$ cat src/sv/lsha_pkg.sv
`timescale 1ns / 1ps
// lsha_pkg: register indexes, alarm state and transition codes, and the alarm
// result word, shared by the alarm evaluator and the top level. No dependencies.

package lsha_pkg;

    localparam logic [2:0] REG_IN_LOW     = 3'd0;
    localparam logic [2:0] REG_IN_HIGH    = 3'd1;
    localparam logic [2:0] REG_OUT_LOW    = 3'd2;
    localparam logic [2:0] REG_OUT_HIGH   = 3'd3;
    localparam logic [2:0] REG_ALARM_ON   = 3'd4;
    localparam logic [2:0] REG_HI_THRESH  = 3'd5;
    localparam logic [2:0] REG_LO_THRESH  = 3'd6;
    localparam logic [2:0] REG_HYSTERESIS = 3'd7;

    localparam logic [1:0] LVL_OK   = 2'd0;
    localparam logic [1:0] LVL_HIGH = 2'd1;
    localparam logic [1:0] LVL_LOW  = 2'd2;

    localparam logic [1:0] CHG_NONE = 2'd0;
    localparam logic [1:0] CHG_HIGH = 2'd1;
    localparam logic [1:0] CHG_LOW  = 2'd2;
    localparam logic [1:0] CHG_OK   = 2'd3;

    typedef struct packed {
        logic [1:0] level;
        logic [1:0] change;
    } alarm_res_t;

endpackage

$ cat src/sv/lsha_div.sv
`timescale 1ns / 1ps
// lsha_div: iterative restoring divider, one quotient bit per cycle.
// 2W-bit dividend by W-bit divisor; caller guarantees the quotient fits W bits.

module lsha_div #(
    parameter int W = 16
) (
    input  logic             clk,
    input  logic             rst_n,
    input  logic             start,
    input  logic [2*W-1:0]   dividend,
    input  logic [W-1:0]     divisor,
    output logic             done,
    output logic [W-1:0]     quotient
);

    localparam int CW = $clog2(W + 1);

    logic [2*W-1:0] acc_reg;
    logic [2*W-1:0] acc_next;
    logic [W-1:0]   div_reg;
    logic [CW-1:0]  cnt_reg;
    logic           busy_reg;
    logic [W:0]     part;
    logic [W:0]     diff;
    logic           fits;
    logic [W-1:0]   hi_new;

    // partial remainder stays below the divisor, so one subtract per bit
    assign part     = {acc_reg[2*W-1:W], acc_reg[W-1]};
    assign diff     = part - {1'b0, div_reg};
    assign fits     = ~diff[W];
    assign hi_new   = fits ? diff[W-1:0] : part[W-1:0];
    assign acc_next = {hi_new, acc_reg[W-2:0], fits};

    assign done     = busy_reg && (cnt_reg == '0);
    assign quotient = acc_reg[W-1:0];

    always_ff @(posedge clk or negedge rst_n)
    begin
        if (!rst_n)
        begin
            busy_reg <= 1'b0;
            cnt_reg  <= '0;
        end
        else if (start)
        begin
            busy_reg <= 1'b1;
            cnt_reg  <= CW'(W);
        end
        else if (busy_reg)
        begin
            if (cnt_reg == '0)
            begin
                busy_reg <= 1'b0;
            end
            else
            begin
                cnt_reg <= cnt_reg - 1'b1;
            end
        end
    end

    always_ff @(posedge clk)
    begin
        if (start)
        begin
            acc_reg <= dividend;
            div_reg <= divisor;
        end
        else if (busy_reg && (cnt_reg != '0))
        begin
            acc_reg <= acc_next;
        end
    end

endmodule

$ cat src/sv/lsha_alarm.sv
`timescale 1ns / 1ps
// lsha_alarm: three-state hysteresis alarm, next state and transition kind.
// Depends on lsha_pkg for codes and the result word.

module lsha_alarm #(
    parameter int W = 16
) (
    input  logic signed [W-1:0] value,
    input  logic signed [W-1:0] hi_thresh,
    input  logic signed [W-1:0] lo_thresh,
    input  logic [W-2:0]        hysteresis,
    input  logic                alarm_on,
    input  logic [1:0]          level_now,
    output lsha_pkg::alarm_res_t res
);

    logic signed [W:0] ve;
    logic signed [W:0] hi_e;
    logic signed [W:0] lo_e;
    logic signed [W:0] hi_back;
    logic signed [W:0] lo_back;
    logic [1:0]        nxt;

    // limits widened by one bit so the hysteresis offsets cannot wrap
    assign ve      = {value[W-1], value};
    assign hi_e    = {hi_thresh[W-1], hi_thresh};
    assign lo_e    = {lo_thresh[W-1], lo_thresh};
    assign hi_back = hi_e - $signed({2'b00, hysteresis});
    assign lo_back = lo_e + $signed({2'b00, hysteresis});

    always_comb
    begin
        nxt = level_now;
        if (!alarm_on)
        begin
            nxt = lsha_pkg::LVL_OK;
        end
        else
        begin
            unique case (level_now)
                lsha_pkg::LVL_HIGH:
                begin
                    if (ve <= hi_back)
                        nxt = (ve <= lo_e) ? lsha_pkg::LVL_LOW : lsha_pkg::LVL_OK;
                end
                lsha_pkg::LVL_LOW:
                begin
                    if (ve >= lo_back)
                        nxt = (ve >= hi_e) ? lsha_pkg::LVL_HIGH : lsha_pkg::LVL_OK;
                end
                default:
                begin
                    if (ve >= hi_e)
                        nxt = lsha_pkg::LVL_HIGH;
                    else if (ve <= lo_e)
                        nxt = lsha_pkg::LVL_LOW;
                    else
                        nxt = lsha_pkg::LVL_OK;
                end
            endcase
        end
    end

    always_comb
    begin
        res.level  = nxt;
        res.change = lsha_pkg::CHG_NONE;
        if (nxt != level_now)
        begin
            priority if (nxt == lsha_pkg::LVL_HIGH)
                res.change = lsha_pkg::CHG_HIGH;
            else if (nxt == lsha_pkg::LVL_LOW)
                res.change = lsha_pkg::CHG_LOW;
            else if ((level_now == lsha_pkg::LVL_HIGH) || (level_now == lsha_pkg::LVL_LOW))
                res.change = lsha_pkg::CHG_OK;
            else
                res.change = lsha_pkg::CHG_NONE;
        end
    end

endmodule

$ cat src/sv/linear_scale_hysteresis_alarm_core.sv
`timescale 1ns / 1ps
// linear_scale_hysteresis_alarm_core: linear range scaling with rounding and
// clamping, followed by a hysteresis alarm. Uses lsha_pkg, lsha_div, lsha_alarm.
//
//  channel  | handshake              | payload
//  ---------+------------------------+-------------------------------------------
//  input    | in_valid / in_ready    | raw_sample
//  output   | out_valid / out_ready  | scaled, alarm_level, alarm_change
//  config   | cfg_we                 | cfg_index, cfg_data
//
// One word at a time. Interior samples pass through the multiply and the
// one-bit-per-cycle divider before output valid; clamped samples and an empty
// input range skip both and go straight from setup to the value step.
// in_ready is high only while the sequencer is idle; a result waiting in the
// output register does not block the next accept, but a second finished result
// holds in the last step until the first is taken.
// Reset clears control state and loads the default register values.

module linear_scale_hysteresis_alarm_core #(
    parameter int DATA_WIDTH = 16
) (
    input  logic                         clk,
    input  logic                         rst_n,
    input  logic                         in_valid,
    output logic                         in_ready,
    input  logic signed [DATA_WIDTH-1:0] raw_sample,
    output logic                         out_valid,
    input  logic                         out_ready,
    output logic signed [DATA_WIDTH-1:0] scaled,
    output logic [1:0]                   alarm_level,
    output logic [1:0]                   alarm_change,
    input  logic                         cfg_we,
    input  logic [2:0]                   cfg_index,
    input  logic [DATA_WIDTH-1:0]        cfg_data
);

    localparam int W = DATA_WIDTH;

    localparam int RST_IN_LOW     = 0;
    localparam int RST_IN_HIGH    = 4095;
    localparam int RST_OUT_LOW    = 0;
    localparam int RST_OUT_HIGH   = 1000;
    localparam int RST_HI_THRESH  = 800;
    localparam int RST_LO_THRESH  = 200;
    localparam int RST_HYSTERESIS = 50;

    localparam logic [2:0] ST_IDLE   = 3'd0;
    localparam logic [2:0] ST_PREP   = 3'd1;
    localparam logic [2:0] ST_MUL    = 3'd2;
    localparam logic [2:0] ST_DSTART = 3'd3;
    localparam logic [2:0] ST_DWAIT  = 3'd4;
    localparam logic [2:0] ST_VAL    = 3'd5;
    localparam logic [2:0] ST_FIN    = 3'd6;

    logic signed [W-1:0] in_low_reg;
    logic signed [W-1:0] in_high_reg;
    logic signed [W-1:0] out_low_reg;
    logic signed [W-1:0] out_high_reg;
    logic                alarm_on_reg;
    logic signed [W-1:0] hi_thresh_reg;
    logic signed [W-1:0] lo_thresh_reg;
    logic [W-2:0]        hysteresis_reg;

    logic [2:0]          state_reg;
    logic [2:0]          state_next;
    logic [1:0]          alarm_now_reg;
    logic                out_valid_reg;

    logic signed [W-1:0] raw_reg;
    logic [W-1:0]        a_reg;
    logic [W-1:0]        b_reg;
    logic [W-1:0]        dm_reg;
    logic                neg_reg;
    logic                direct_reg;
    logic signed [W-1:0] direct_val_reg;
    logic [2*W-1:0]      prod_reg;
    logic signed [W-1:0] v_reg;
    logic signed [W-1:0] scaled_reg;
    logic [1:0]          alarm_level_reg;
    logic [1:0]          alarm_change_reg;

    logic [W:0]          nd;
    logic [W:0]          dd;
    logic [W:0]          md;
    logic [W:0]          nd_mag;
    logic [W:0]          dd_mag;
    logic [W:0]          md_mag;
    logic                up;
    logic                clamp_lo;
    logic                clamp_hi;
    logic                direct;
    logic signed [W-1:0] direct_val;

    logic                div_start;
    logic                div_done;
    logic [2*W-1:0]      dividend;
    logic [W-1:0]        quotient;
    logic [W:0]          q_ext;
    logic [W:0]          val_sum;

    logic                take;
    lsha_pkg::alarm_res_t alarm_res;

    // configuration
    always_ff @(posedge clk or negedge rst_n)
    begin
        if (!rst_n)
        begin
            in_low_reg     <= W'(RST_IN_LOW);
            in_high_reg    <= W'(RST_IN_HIGH);
            out_low_reg    <= W'(RST_OUT_LOW);
            out_high_reg   <= W'(RST_OUT_HIGH);
            alarm_on_reg   <= 1'b0;
            hi_thresh_reg  <= W'(RST_HI_THRESH);
            lo_thresh_reg  <= W'(RST_LO_THRESH);
            hysteresis_reg <= (W-1)'(RST_HYSTERESIS);
        end
        else if (cfg_we)
        begin
            unique case (cfg_index)
                lsha_pkg::REG_IN_LOW:     in_low_reg     <= cfg_data;
                lsha_pkg::REG_IN_HIGH:    in_high_reg    <= cfg_data;
                lsha_pkg::REG_OUT_LOW:    out_low_reg    <= cfg_data;
                lsha_pkg::REG_OUT_HIGH:   out_high_reg   <= cfg_data;
                lsha_pkg::REG_ALARM_ON:   alarm_on_reg   <= cfg_data[0];
                lsha_pkg::REG_HI_THRESH:  hi_thresh_reg  <= cfg_data;
                lsha_pkg::REG_LO_THRESH:  lo_thresh_reg  <= cfg_data;
                lsha_pkg::REG_HYSTERESIS: hysteresis_reg <= cfg_data[W-2:0];
                default:                  ;
            endcase
        end
    end

    // setup: offsets, magnitudes and clamp decisions
    assign nd = {raw_reg[W-1], raw_reg} - {in_low_reg[W-1], in_low_reg};
    assign dd = {in_high_reg[W-1], in_high_reg} - {in_low_reg[W-1], in_low_reg};
    assign md = {out_high_reg[W-1], out_high_reg} - {out_low_reg[W-1], out_low_reg};
    assign nd_mag = nd[W] ? (~nd + 1'b1) : nd;
    assign dd_mag = dd[W] ? (~dd + 1'b1) : dd;
    assign md_mag = md[W] ? (~md + 1'b1) : md;

    assign up       = in_high_reg > in_low_reg;
    assign clamp_lo = up ? (raw_reg <= in_low_reg) : (raw_reg >= in_low_reg);
    assign clamp_hi = up ? (raw_reg >= in_high_reg) : (raw_reg <= in_high_reg);

    always_comb
    begin
        direct     = 1'b1;
        direct_val = out_low_reg;
        priority if (in_low_reg == in_high_reg)
            direct_val = out_low_reg;
        else if (clamp_lo)
            direct_val = out_low_reg;
        else if (clamp_hi)
            direct_val = out_high_reg;
        else
            direct = 1'b0;
    end

    assign div_start = (state_reg == ST_DSTART);
    assign dividend  = prod_reg + (2*W)'(dm_reg >> 1);

    lsha_div #(
        .W (W)
    ) u_div (
        .clk      (clk),
        .rst_n    (rst_n),
        .start    (div_start),
        .dividend (dividend),
        .divisor  (dm_reg),
        .done     (div_done),
        .quotient (quotient)
    );

    assign q_ext   = {1'b0, quotient};
    assign val_sum = {out_low_reg[W-1], out_low_reg} + (neg_reg ? (~q_ext + 1'b1) : q_ext);

    lsha_alarm #(
        .W (W)
    ) u_alarm (
        .value      (v_reg),
        .hi_thresh  (hi_thresh_reg),
        .lo_thresh  (lo_thresh_reg),
        .hysteresis (hysteresis_reg),
        .alarm_on   (alarm_on_reg),
        .level_now  (alarm_now_reg),
        .res        (alarm_res)
    );

    assign take = (state_reg == ST_FIN) && (!out_valid_reg || out_ready);

    always_comb
    begin
        state_next = state_reg;
        unique case (state_reg)
            ST_IDLE:   if (in_valid) state_next = ST_PREP;
            ST_PREP:   state_next = direct ? ST_VAL : ST_MUL;
            ST_MUL:    state_next = ST_DSTART;
            ST_DSTART: state_next = ST_DWAIT;
            ST_DWAIT:  if (div_done) state_next = ST_VAL;
            ST_VAL:    state_next = ST_FIN;
            ST_FIN:    if (take) state_next = ST_IDLE;
            default:   state_next = ST_IDLE;
        endcase
    end

    always_ff @(posedge clk or negedge rst_n)
    begin
        if (!rst_n)
        begin
            state_reg     <= ST_IDLE;
            alarm_now_reg <= lsha_pkg::LVL_OK;
            out_valid_reg <= 1'b0;
        end
        else
        begin
            state_reg <= state_next;
            if (take)
            begin
                alarm_now_reg <= alarm_res.level;
                out_valid_reg <= 1'b1;
            end
            else if (out_ready)
            begin
                out_valid_reg <= 1'b0;
            end
        end
    end

    always_ff @(posedge clk)
    begin
        if ((state_reg == ST_IDLE) && in_valid)
            raw_reg <= raw_sample;
        if (state_reg == ST_PREP)
        begin
            a_reg          <= nd_mag[W-1:0];
            b_reg          <= md_mag[W-1:0];
            dm_reg         <= dd_mag[W-1:0];
            neg_reg        <= (nd[W] ^ md[W]) ^ dd[W];
            direct_reg     <= direct;
            direct_val_reg <= direct_val;
        end
        if (state_reg == ST_MUL)
            prod_reg <= (2*W)'(a_reg) * (2*W)'(b_reg);
        if (state_reg == ST_VAL)
            v_reg <= direct_reg ? direct_val_reg : val_sum[W-1:0];
        if (take)
        begin
            scaled_reg       <= v_reg;
            alarm_level_reg  <= alarm_res.level;
            alarm_change_reg <= alarm_res.change;
        end
    end

    assign in_ready     = (state_reg == ST_IDLE);
    assign out_valid    = out_valid_reg;
    assign scaled       = scaled_reg;
    assign alarm_level  = alarm_level_reg;
    assign alarm_change = alarm_change_reg;

endmodule
$ cat config.mk
export PLATFORM = sky130hd
export DESIGN_NAME = linear_scale_hysteresis_alarm_core
export DESIGN_NICKNAME = d
export VERILOG_FILES = /design/src/sv/lsha_pkg.sv /design/src/sv/lsha_div.sv /design/src/sv/lsha_alarm.sv /design/src/sv/linear_scale_hysteresis_alarm_core.sv
export SDC_FILE = /design/constraint.sdc
export NUM_CORES = 1
export LEC_CHECK = 0
export ABC_AREA = 0
export BUFFER_PORTS_ARGS = -buffer_cell sky130_fd_sc_hd__buf_4
export CORE_MARGIN = 2
export CORE_UTILIZATION = 65
export DETAILED_ROUTE_END_ITERATION = 16
export PLACE_DENSITY = 0.82
export SLEW_MARGIN = 20
export SYNTH_ARGS = -nofsm -noshare
export SYNTH_HDL_FRONTEND = slang
export SYNTH_SLANG_ARGS = --single-unit
$ cat constraint.sdc
create_clock -name clk -period 17.85 [get_ports clk]
set_clock_uncertainty 0.15 [all_clocks]
set_input_delay 0.8925 -clock clk [delete_from_list [all_inputs] [get_ports clk]]
set_output_delay 0.8925 -clock clk [all_outputs]
set_load 0.05 [all_outputs]
==> reports/metrics.cfg, run 1 <==
[status]
status = finished clean

[critical_path]
cp_max_fo = 16
start_kind = flop
reg2reg_from = a_reg[7]
regToRegSetupSlack_ns = 10.81
reg2reg_to = prod_reg[30]
crit_required_ns = 17.99
arrival_ns = 7.18
end_kind = flop
critical_path_class = reg -> reg
r2r_cells = 22

[logic_synthesis]
synth_edf_count = 198
synth_ff_type = edfxtp_1
synth-simple-area-share_pct = 14.5
async_flop_share_pct = 38.5
post-synth-top-area-cell = edfxtp_1
synth_area_per_cell_um2 = 9.74
ys_types = 83
synthAdderAreaFrac_pct = 27.1
synth_nets = 3599
synth_top_family_by_area = adder cells
ys_seq_area_share_pct = 30.7
muxShareOfSynthArea_pct = 4.02
yosys-top-cells-count = 387 x inv_1, 336 x nand2_1, 318 x ha_1
synth.most_common_cell = inv_1
syn-cell-area_um2 = 29600
synth_top_area_share_pct = 20.1
synth_compound_area_share_pct = 12.1
ys_ff_latch = 322
yosys_warnings = 0
synthTopCellsByArea = edfxtp_1 20%, fa_1 14%, ha_1 13%
synth_xor_area_share_pct = 5.71
syn_inst = 3039

[placement]
place.gp.congestion = 0.976
port_buffers = 61
hpwlAfterDp_mm = 62.0

[clock_tree]
clkTransAtPathRegs_ns = 0.06
cts_max_level = 2
cts.sinks = 322
cts_tree = built
cts_root_buf = clkbuf_16
clock_path_buffers = 3
ctsResizeCount = 0
post-cts-setup-buffers = 0
cts-buffers-inserted = 37
holdBufCountCts = 0
clk_latency_ns = 0.56

[detailed_routing]
post_drt_wl_per_cell_um = 21.1
postRouteAntennaNets = 0
firstDrtPassIters = 5
drt_wl_total_mm = 78.4
viasPerCell = 6.12
drtIter0Drc = 1905
drc = 0
vias = 22700

[die]
chipHeight_um = 217
die-width_um = 217
core_um2 = 45200
die_area_um2 = 47300
num_rows = 78
pin_count = 62
initial_core_util_pct = 65.5

[grt]
antenna_found_initial = 3
track_usage_pct = 34.2
grt_use_met2_pct = 54.0
grt_pass1_wl_mm = 126
gr-total-overflow = 0
grt.met1_usage_pct = 47.7
grt_busiest_layer = met2
grt_pass1_vias = 23000
grt_max_degree = 77
grtUsageMet3_pct = 5.23

[timing]
fmax_mhz = 142
fin_crit_sh_pct = 39.5
setup_violations = 0
rsz0062_at_grt = false
tns_ns = 0
slew_viol_final = 0
tightest_slew_ns = 1.11
period_minus_slack_ns = 7.04
maxSlewHeadroom_pct = 25.8
hold_violations = 0

[layout]
final_layout_size_suffix_gt1_share_pct = 8.50
synthToLayoutAreaGrowth_pct = 7.97
fillers = 3360
layout.nets = 3639

[flow_run]
drv_cap = 0

[min_path]
hp-class = in -> async

## metal layers
layer | wire length (um) | part of all wire, %
met5 | 23 | 0.029
met4 | 3230 | 4.1
met1 | 33900 | 43
met2 | 35400 | 45
met3 | 5910 | 7.5
## cell families after synthesis
logic type / after synthesis
simple gates: 873
compound gates: 561
mux: 108
fa+ha+maj: 520
flops: 322
buf+inv: 462
xor+xnor: 193
## metrics by stage
step / instances / setup slack [ns] / area, um^2 / util, % / hold WS (ns)
2_1_floorplan: 3039 / 11.48 / 29600 / - / 0.250
3_3_place_gp: 3639 / 11.16 / 30700 / 67.8 / 0.339
3_5_place_dp: 3639 / 10.87 / 30700 / 67.8 / 0.339
4_1_cts: 3706 / 10.84 / 31900 / 70.7 / 0.234
5_1_grt: 3707 / 10.40 / 32000 / 70.7 / 0.279
6_report: 3708 / 10.81 / 32000 / 70.7 / 0.235
## area by class of cell
class / count / area (um^2) / area share, %
antenna: 1 / 2.50 / 0.00783
clock buffer: 50 / 1060 / 3.31
clock inverter: 17 / 234 / 0.732
inverter: 387 / 1450 / 4.55
multi-input combinational: 2255 / 18800 / 58.8
sequential: 322 / 9080 / 28.4
tap: 600 / 751 / 2.35
timing repair buffer: 76 / 574 / 1.80
## worst max-delay path, cell delays in order, from the launching register on
cell and delay, ns:
edfxtp_1 0.72, nand2_1 0.17, fa_1 0.57, inv_1 0.05, fa_1 0.49, inv_1 0.05
fa_1 0.54, inv_1 0.06, fa_1 0.45, fa_1 0.49, inv_1 0.05, fa_1 0.48
inv_1 0.04, ha_1 0.33, a21oi_1 0.17, o211ai_1 0.12, a21o_1 0.21, a31o_2 0.25
o311ai_1 0.34, a31oi_1 0.19, o41ai_1 0.49, o21ai_1 0.18, xor2_1 0.17
## layout by cell type (no fill, tap or decap), drive strengths merged, types with 22 or more instances in the layout
master	netlist	final
inv	387	390
nand2	336	336
ha	318	318
fa	202	202
edfxtp	198	198
o21ai	166	166
and2	132	132
a21oi	129	129
xnor2	125	125
nor2	119	119
dfrtp	97	97
mux2	86	86
buf	4	76
xor2	68	68
nand3	55	55
nor3	51	51
clkbuf	71	50
a21o	42	42
nand2b	27	27
dfstp	27	27
and3	25	25
a211oi	25	25
nand4	24	24
nor2b	22	22
o211ai	22	22
o21a	22	22
or3	22	22
mux2i	22	22
o31ai	22	22
## how the worst max path moves through the flow
stage                   start           end  slack, ns
global route         a_reg[7]  prod_reg[30]      10.40
finish               a_reg[7]  prod_reg[30]      10.81
floorplan            b_reg[7]  prod_reg[30]      11.48
CTS                  a_reg[7]  prod_reg[30]      10.84
detailed placement   a_reg[7]  prod_reg[30]      10.87
global placement    a_reg[13]  prod_reg[30]      11.16
Power of run 1 is left out: the tool's default activity adds up to more than one toggle a clock period on the data nets, which glitch-free logic cannot reach.
==> run 2: changes to the inputs <==
- ABC_AREA: 0 -> 1
- clock period: 17.85 -> 7.14 ns (I/O delays scaled with it)
==> reports/metrics.cfg, run 2 <==
[status]
status = finished clean

[timing]
fin_crit_sh_pct = 89.4
period_minus_slack_ns = 6.38
maxSlewHeadroom_pct = 26.0
slew_viol_final = 0
tightest_slew_ns = 1.11
fmax_mhz = 157
rsz0062_at_grt = false
setup_violations = 0
hold_violations = 0
holdWs_ns = 0.0317
tns_ns = 0

[grt]
grt_pass1_vias = 24200
grt_max_degree = 71
antenna_found_initial = 3
grt_pass1_wl_mm = 126
track_usage_pct = 33.4
gr-total-overflow = 0

[logic_synthesis]
async_flop_share_pct = 38.5
post-synth-top-area-cell = edfxtp_1
synth_area_per_cell_um2 = 8.18
synth.most_common_cell = nand2_1
synth_top_area_share_pct = 19.6
yosys_warnings = 0
ys_ff_latch = 322
syn_inst = 3707
synthTopCellsByArea = edfxtp_1 20%, fa_1 13%, ha_1 13%
syn-cell-area_um2 = 30300
synth_edf_count = 198
ys_types = 59
yosys-top-cells-count = 931 x nand2_1, 697 x inv_1, 318 x ha_1
synth_nets = 4267
synth_ff_type = edfxtp_1
ys_seq_area_share_pct = 30.0

[clock_tree]
clk_latency_ns = 0.56
cts.sinks = 322
cts_tree = built
cts-buffers-inserted = 35
clkTransAtPathRegs_ns = 0.06
ctsResizeCount = 0
clock_path_buffers = 3
cts_root_buf = clkbuf_16
cts_max_level = 2

[critical_path]
reg2reg_from = a_reg[7]
crit_required_ns = 7.29
start_kind = flop
regToRegSetupSlack_ns = 0.76
crit_start = a_reg[7]
crit_end = prod_reg[20]
reg2reg_to = prod_reg[20]
cp_max_fo = 16
end_kind = flop
r2r_cells = 19
critical_path_class = reg -> reg
arrival_ns = 6.53

[layout]
final_core_util_pct = 70.9
final_layout_size_suffix_gt1_share_pct = 6.73
final_cell_mix = 931 x nand2_1, 697 x inv_1, 318 x ha_1, 236 x o21ai_0, 202 x fa_1
synthToLayoutAreaGrowth_pct = 8.18
layout.nets = 4305
antennaDiodeCount = 0
layout_commonest_cell = nand2_1

[die]
num_rows = 79
core_um2 = 46300
chipHeight_um = 220
die-width_um = 220
die_area_um2 = 48400
initial_core_util_pct = 65.5
pin_count = 62

[detailed_routing]
vias = 24700
viasPerCell = 5.64
firstDrtPassIters = 6
drc = 0
drtIter0Drc = 2261
post_drt_wl_per_cell_um = 17.8
drt_wl_total_mm = 77.9
postRouteAntennaNets = 0

[placement]
port_buffers = 61
hpwlAfterDp_mm = 61.1
place.gp.congestion = 1.01

[flow_run]
drv_cap = 0

[min_path]
hp-class = in -> reg

## run 2: final cells by class
| type | count | area (um^2) |
|---|---|---|
| Fill cell | 3541 | 13500 |
| Inverter | 706 | 2650 |
| Tap cell | 607 | 759 |
| Multi-Input combinational cell | 2574 | 18200 |
| Sequential cell | 322 | 9080 |
| Clock inverter | 21 | 258 |
| Timing Repair Buffer | 106 | 876 |
| Clock buffer | 43 | 980 |
## run 2: logic make-up after synthesis
logic type | Yosys count | synth area share (%)
AOI/OAI and AO/OA | 554 | 10.4
xor gates and xnor gates | 173 | 5.15
and+or+nand+nor | 1327 | 18.0
buffers and inverters | 811 | 10.1
DFF | 322 | 30.0
adders and majority gates | 520 | 26.5
## run 2: stage by stage
step | instance area (um^2) | instances | setup WS, ns
5_1_grt | 32800 | 4379 | 0.385
3_3_place_gp | 31200 | 4283 | 0.931
4_1_cts | 32800 | 4379 | 0.797
6_report | 32800 | 4379 | 0.759
3_5_place_dp | 31200 | 4283 | 0.779
2_1_floorplan | 30300 | 3707 | 1.18
## run 2: how the worst min path moves through the flow
stage | startpoint | to | cells past startpoint
after floorplan | rst_n | alarm_now_reg[0] | 0
after global placement | dm_reg[0] | u_div.div_reg[0] | 0
after detailed placement | in_low_reg[12] | in_low_reg[12] | 2
after CTS | cfg_index[1] | alarm_on_reg | 4
after global routing | cfg_index[0] | alarm_on_reg | 3
final | cfg_index[1] | alarm_on_reg | 3
## run 2: timing repair
item	in CTS	in global routing
endpoints found under the setup margin	0	0
endpoints found under the hold margin	82	0
setup buffers	0	0
hold buffers	32	0
## run 2: routing by layer
metal  track usage, %  up-vias  share of wire (%)
met3             8.01      171                9.4
met2             53.0      950                 45
met4             9.71        6                2.6
met5                0        -              0.051
li1                 -    11900                  -
met1             45.9    11700                 43
## run 2: critical path, stage by stage (launching register included)
cell and delay, ns:
edfxtp_1 0.77, nand2_1 0.19, fa_1 0.58, inv_1 0.05, fa_1 0.50, inv_1 0.05
fa_1 0.52, inv_1 0.05, fa_1 0.45, fa_1 0.49, inv_1 0.05, fa_1 0.47
inv_1 0.04, ha_1 0.35, nand2_1 0.13, nor4_1 0.41, a21oi_1 0.18, o21ai_0 0.38
a31oi_1 0.16, xnor2_1 0.16
Power of run 2 is left out for the same reason.
==> run 3: changes to the inputs <==
- clock period: 7.14 -> 6.67 ns (I/O delays scaled with it)
==> reports/metrics.cfg, run 3 (synthesized netlist as in run 2, its figures left out) <==
[critical_path]
start_kind = flop
r2r_cells = 23
end_kind = flop
crit_slowest_cell = edfxtp_1
cp.depth = 23
critical_path_class = reg -> reg
crit_buf_inv = 3
cp_common_cell = nand2_1
crit_required_ns = 6.82
arrival_ns = 6.55
worstPathCellList = nand2_1, fa_1, fa_1, fa_1, inv_1, fa_1, fa_1, inv_1, fa_1, inv_1, ha_1, a21o_1, a31oi_1, nand2_1, nand2_1, nand3_1, a21o_1, a21oi_1, o21ai_0, nand2_1, nand2_1, nand2_1, nand2_1
critPathTopFamily = adder cells
cp_max_fo = 16
reg2reg_from = a_reg[9]
critPathMaxStageDelay_ns = 0.78
crit_start = a_reg[9]

[die]
die_area_um2 = 48400
pin_count = 62
core_um2 = 46300
chipHeight_um = 220
initial_core_util_pct = 65.5
num_rows = 79
die-width_um = 220

[clock_tree]
ctsResizeCount = 0
cts_root_buf = clkbuf_16
clkTransAtPathRegs_ns = 0.06
cts_max_level = 2
clk_latency_ns = 0.56
cts-buffers-inserted = 37
cts_tree = built
holdBufCountCts = 35
clock_path_buffers = 3
cts.sinks = 322
post-cts-setup-buffers = 0

[grt]
grt_pass1_vias = 24500
grt_max_degree = 71
antenna_found_initial = 2
gr-total-overflow = 0
track_usage_pct = 33.5
grt_pass1_wl_mm = 126

[status]
status = finished clean

[placement]
port_buffers = 61
hpwlAfterDp_mm = 61.6
place.gp.congestion = 0.985

[min_path]
min_path_cells = 4
hp-start = cfg_index[2]
hp-class = in -> reg

[timing]
setup_violations = 0
maxSlewHeadroom_pct = 27.4
fmax_mhz = 156
rsz0062_at_grt = false
tns_ns = 0
tightest_slew_ns = 1.09
slew_viol_final = 0
hold_violations = 0
period_minus_slack_ns = 6.39
fin_crit_sh_pct = 95.9

[flow_run]
drv_cap = 0

[detailed_routing]
routed-wl-met3_mm = 8.22
viasPerCell = 5.65
firstDrtPassIters = 6
top_layer = met4
vias = 24800
wirelength_met1_mm = 32.3
drt_wl_total_mm = 78.2
drc = 0
drtIter0Drc = 2489
postRouteAntennaNets = 0
met2_length_mm = 35.2
post_drt_wl_per_cell_um = 17.8

[layout]
fillers = 3502
synthToLayoutAreaGrowth_pct = 8.55
final_layout_size_suffix_gt1_share_pct = 6.97
antennaDiodeCount = 0
final_cell_mix = 931 x nand2_1, 697 x inv_1, 318 x ha_1, 236 x o21ai_0, 202 x fa_1
layout_commonest_cell = nand2_1
layout.nets = 4320

run 3: cell count changes in the layout (fill, tap and decap cells not counted), moves of 3 or more:
cell / delta
buf_4: +10
clkbuf_8: +3
clkinv_2: -3
dlygate4sd3_1: +3
inv_4: +3
run 3: per-stage QoR:
step / worst slack, ns / cells / area (um^2) / hold WS [ns] / utilization (%)
after floorplan: 0.714 / 3707 / 30300 / -0.112 / -
after global placement: 0.501 / 4293 / 31300 / 0.261 / 67.7
after detailed placement: 0.392 / 4293 / 31300 / 0.260 / 67.7
after CTS: 0.337 / 4395 / 32900 / 0.0167 / 71.1
after global routing: 0.00181 / 4395 / 32900 / 0.0515 / 71.1
final: 0.276 / 4395 / 32900 / 0.0494 / 71.1
run 3: area by class of cell:
cell class                 count  area [um^2]  share of cell area, %
sequential                   322         9080                   27.6
tap                          607          759                   2.31
timing repair buffer         119          981                   2.98
multi-input combinational   2574        18200                   55.3
clock buffer                  48         1050                   3.19
inverter                     706         2650                   8.05
clock inverter                19          190                  0.578
run 3: final timing paths:
| check | slack [ns] | to |
|---|---|---|
| max | 0.28 | prod_reg[31] |
| min | 0.05 | alarm_on_reg |
| max reg2reg | 0.28 | prod_reg[31] |
| min reg2reg | 0.34 | in_low_reg[8] |
| max in group asynchronous | 4.77 | u_div.cnt_reg[2] |
| min in group asynchronous | 0.22 | in_low_reg[13] |
run 3: worst register-to-register path: stages (launching register included):
cell and delay (ns):
edfxtp_1 0.78, nand2_1 0.19, fa_1 0.53, fa_1 0.49, fa_1 0.56, inv_1 0.06, fa_1 0.48, fa_1 0.49
inv_1 0.06, fa_1 0.49, inv_1 0.05, ha_1 0.34, a21o_1 0.21, a31oi_1 0.19, nand2_1 0.09, nand2_1 0.07
nand3_1 0.10, a21o_1 0.21, a21oi_1 0.23, o21ai_0 0.14, nand2_1 0.11, nand2_1 0.06, nand2_1 0.05, nand2_1 0.04
run 3: routing by layer:
| metal | track usage, % | up-vias |
|---|---|---|
| li1 | - | 11900 |
| met1 | 45.4 | 11700 |
| met2 | 53.1 | 1079 |
| met3 | 8.45 | 177 |
| met4 | 10.5 | 0 |
| met5 | 0 | - |
Power of run 3 is left out for the same reason.
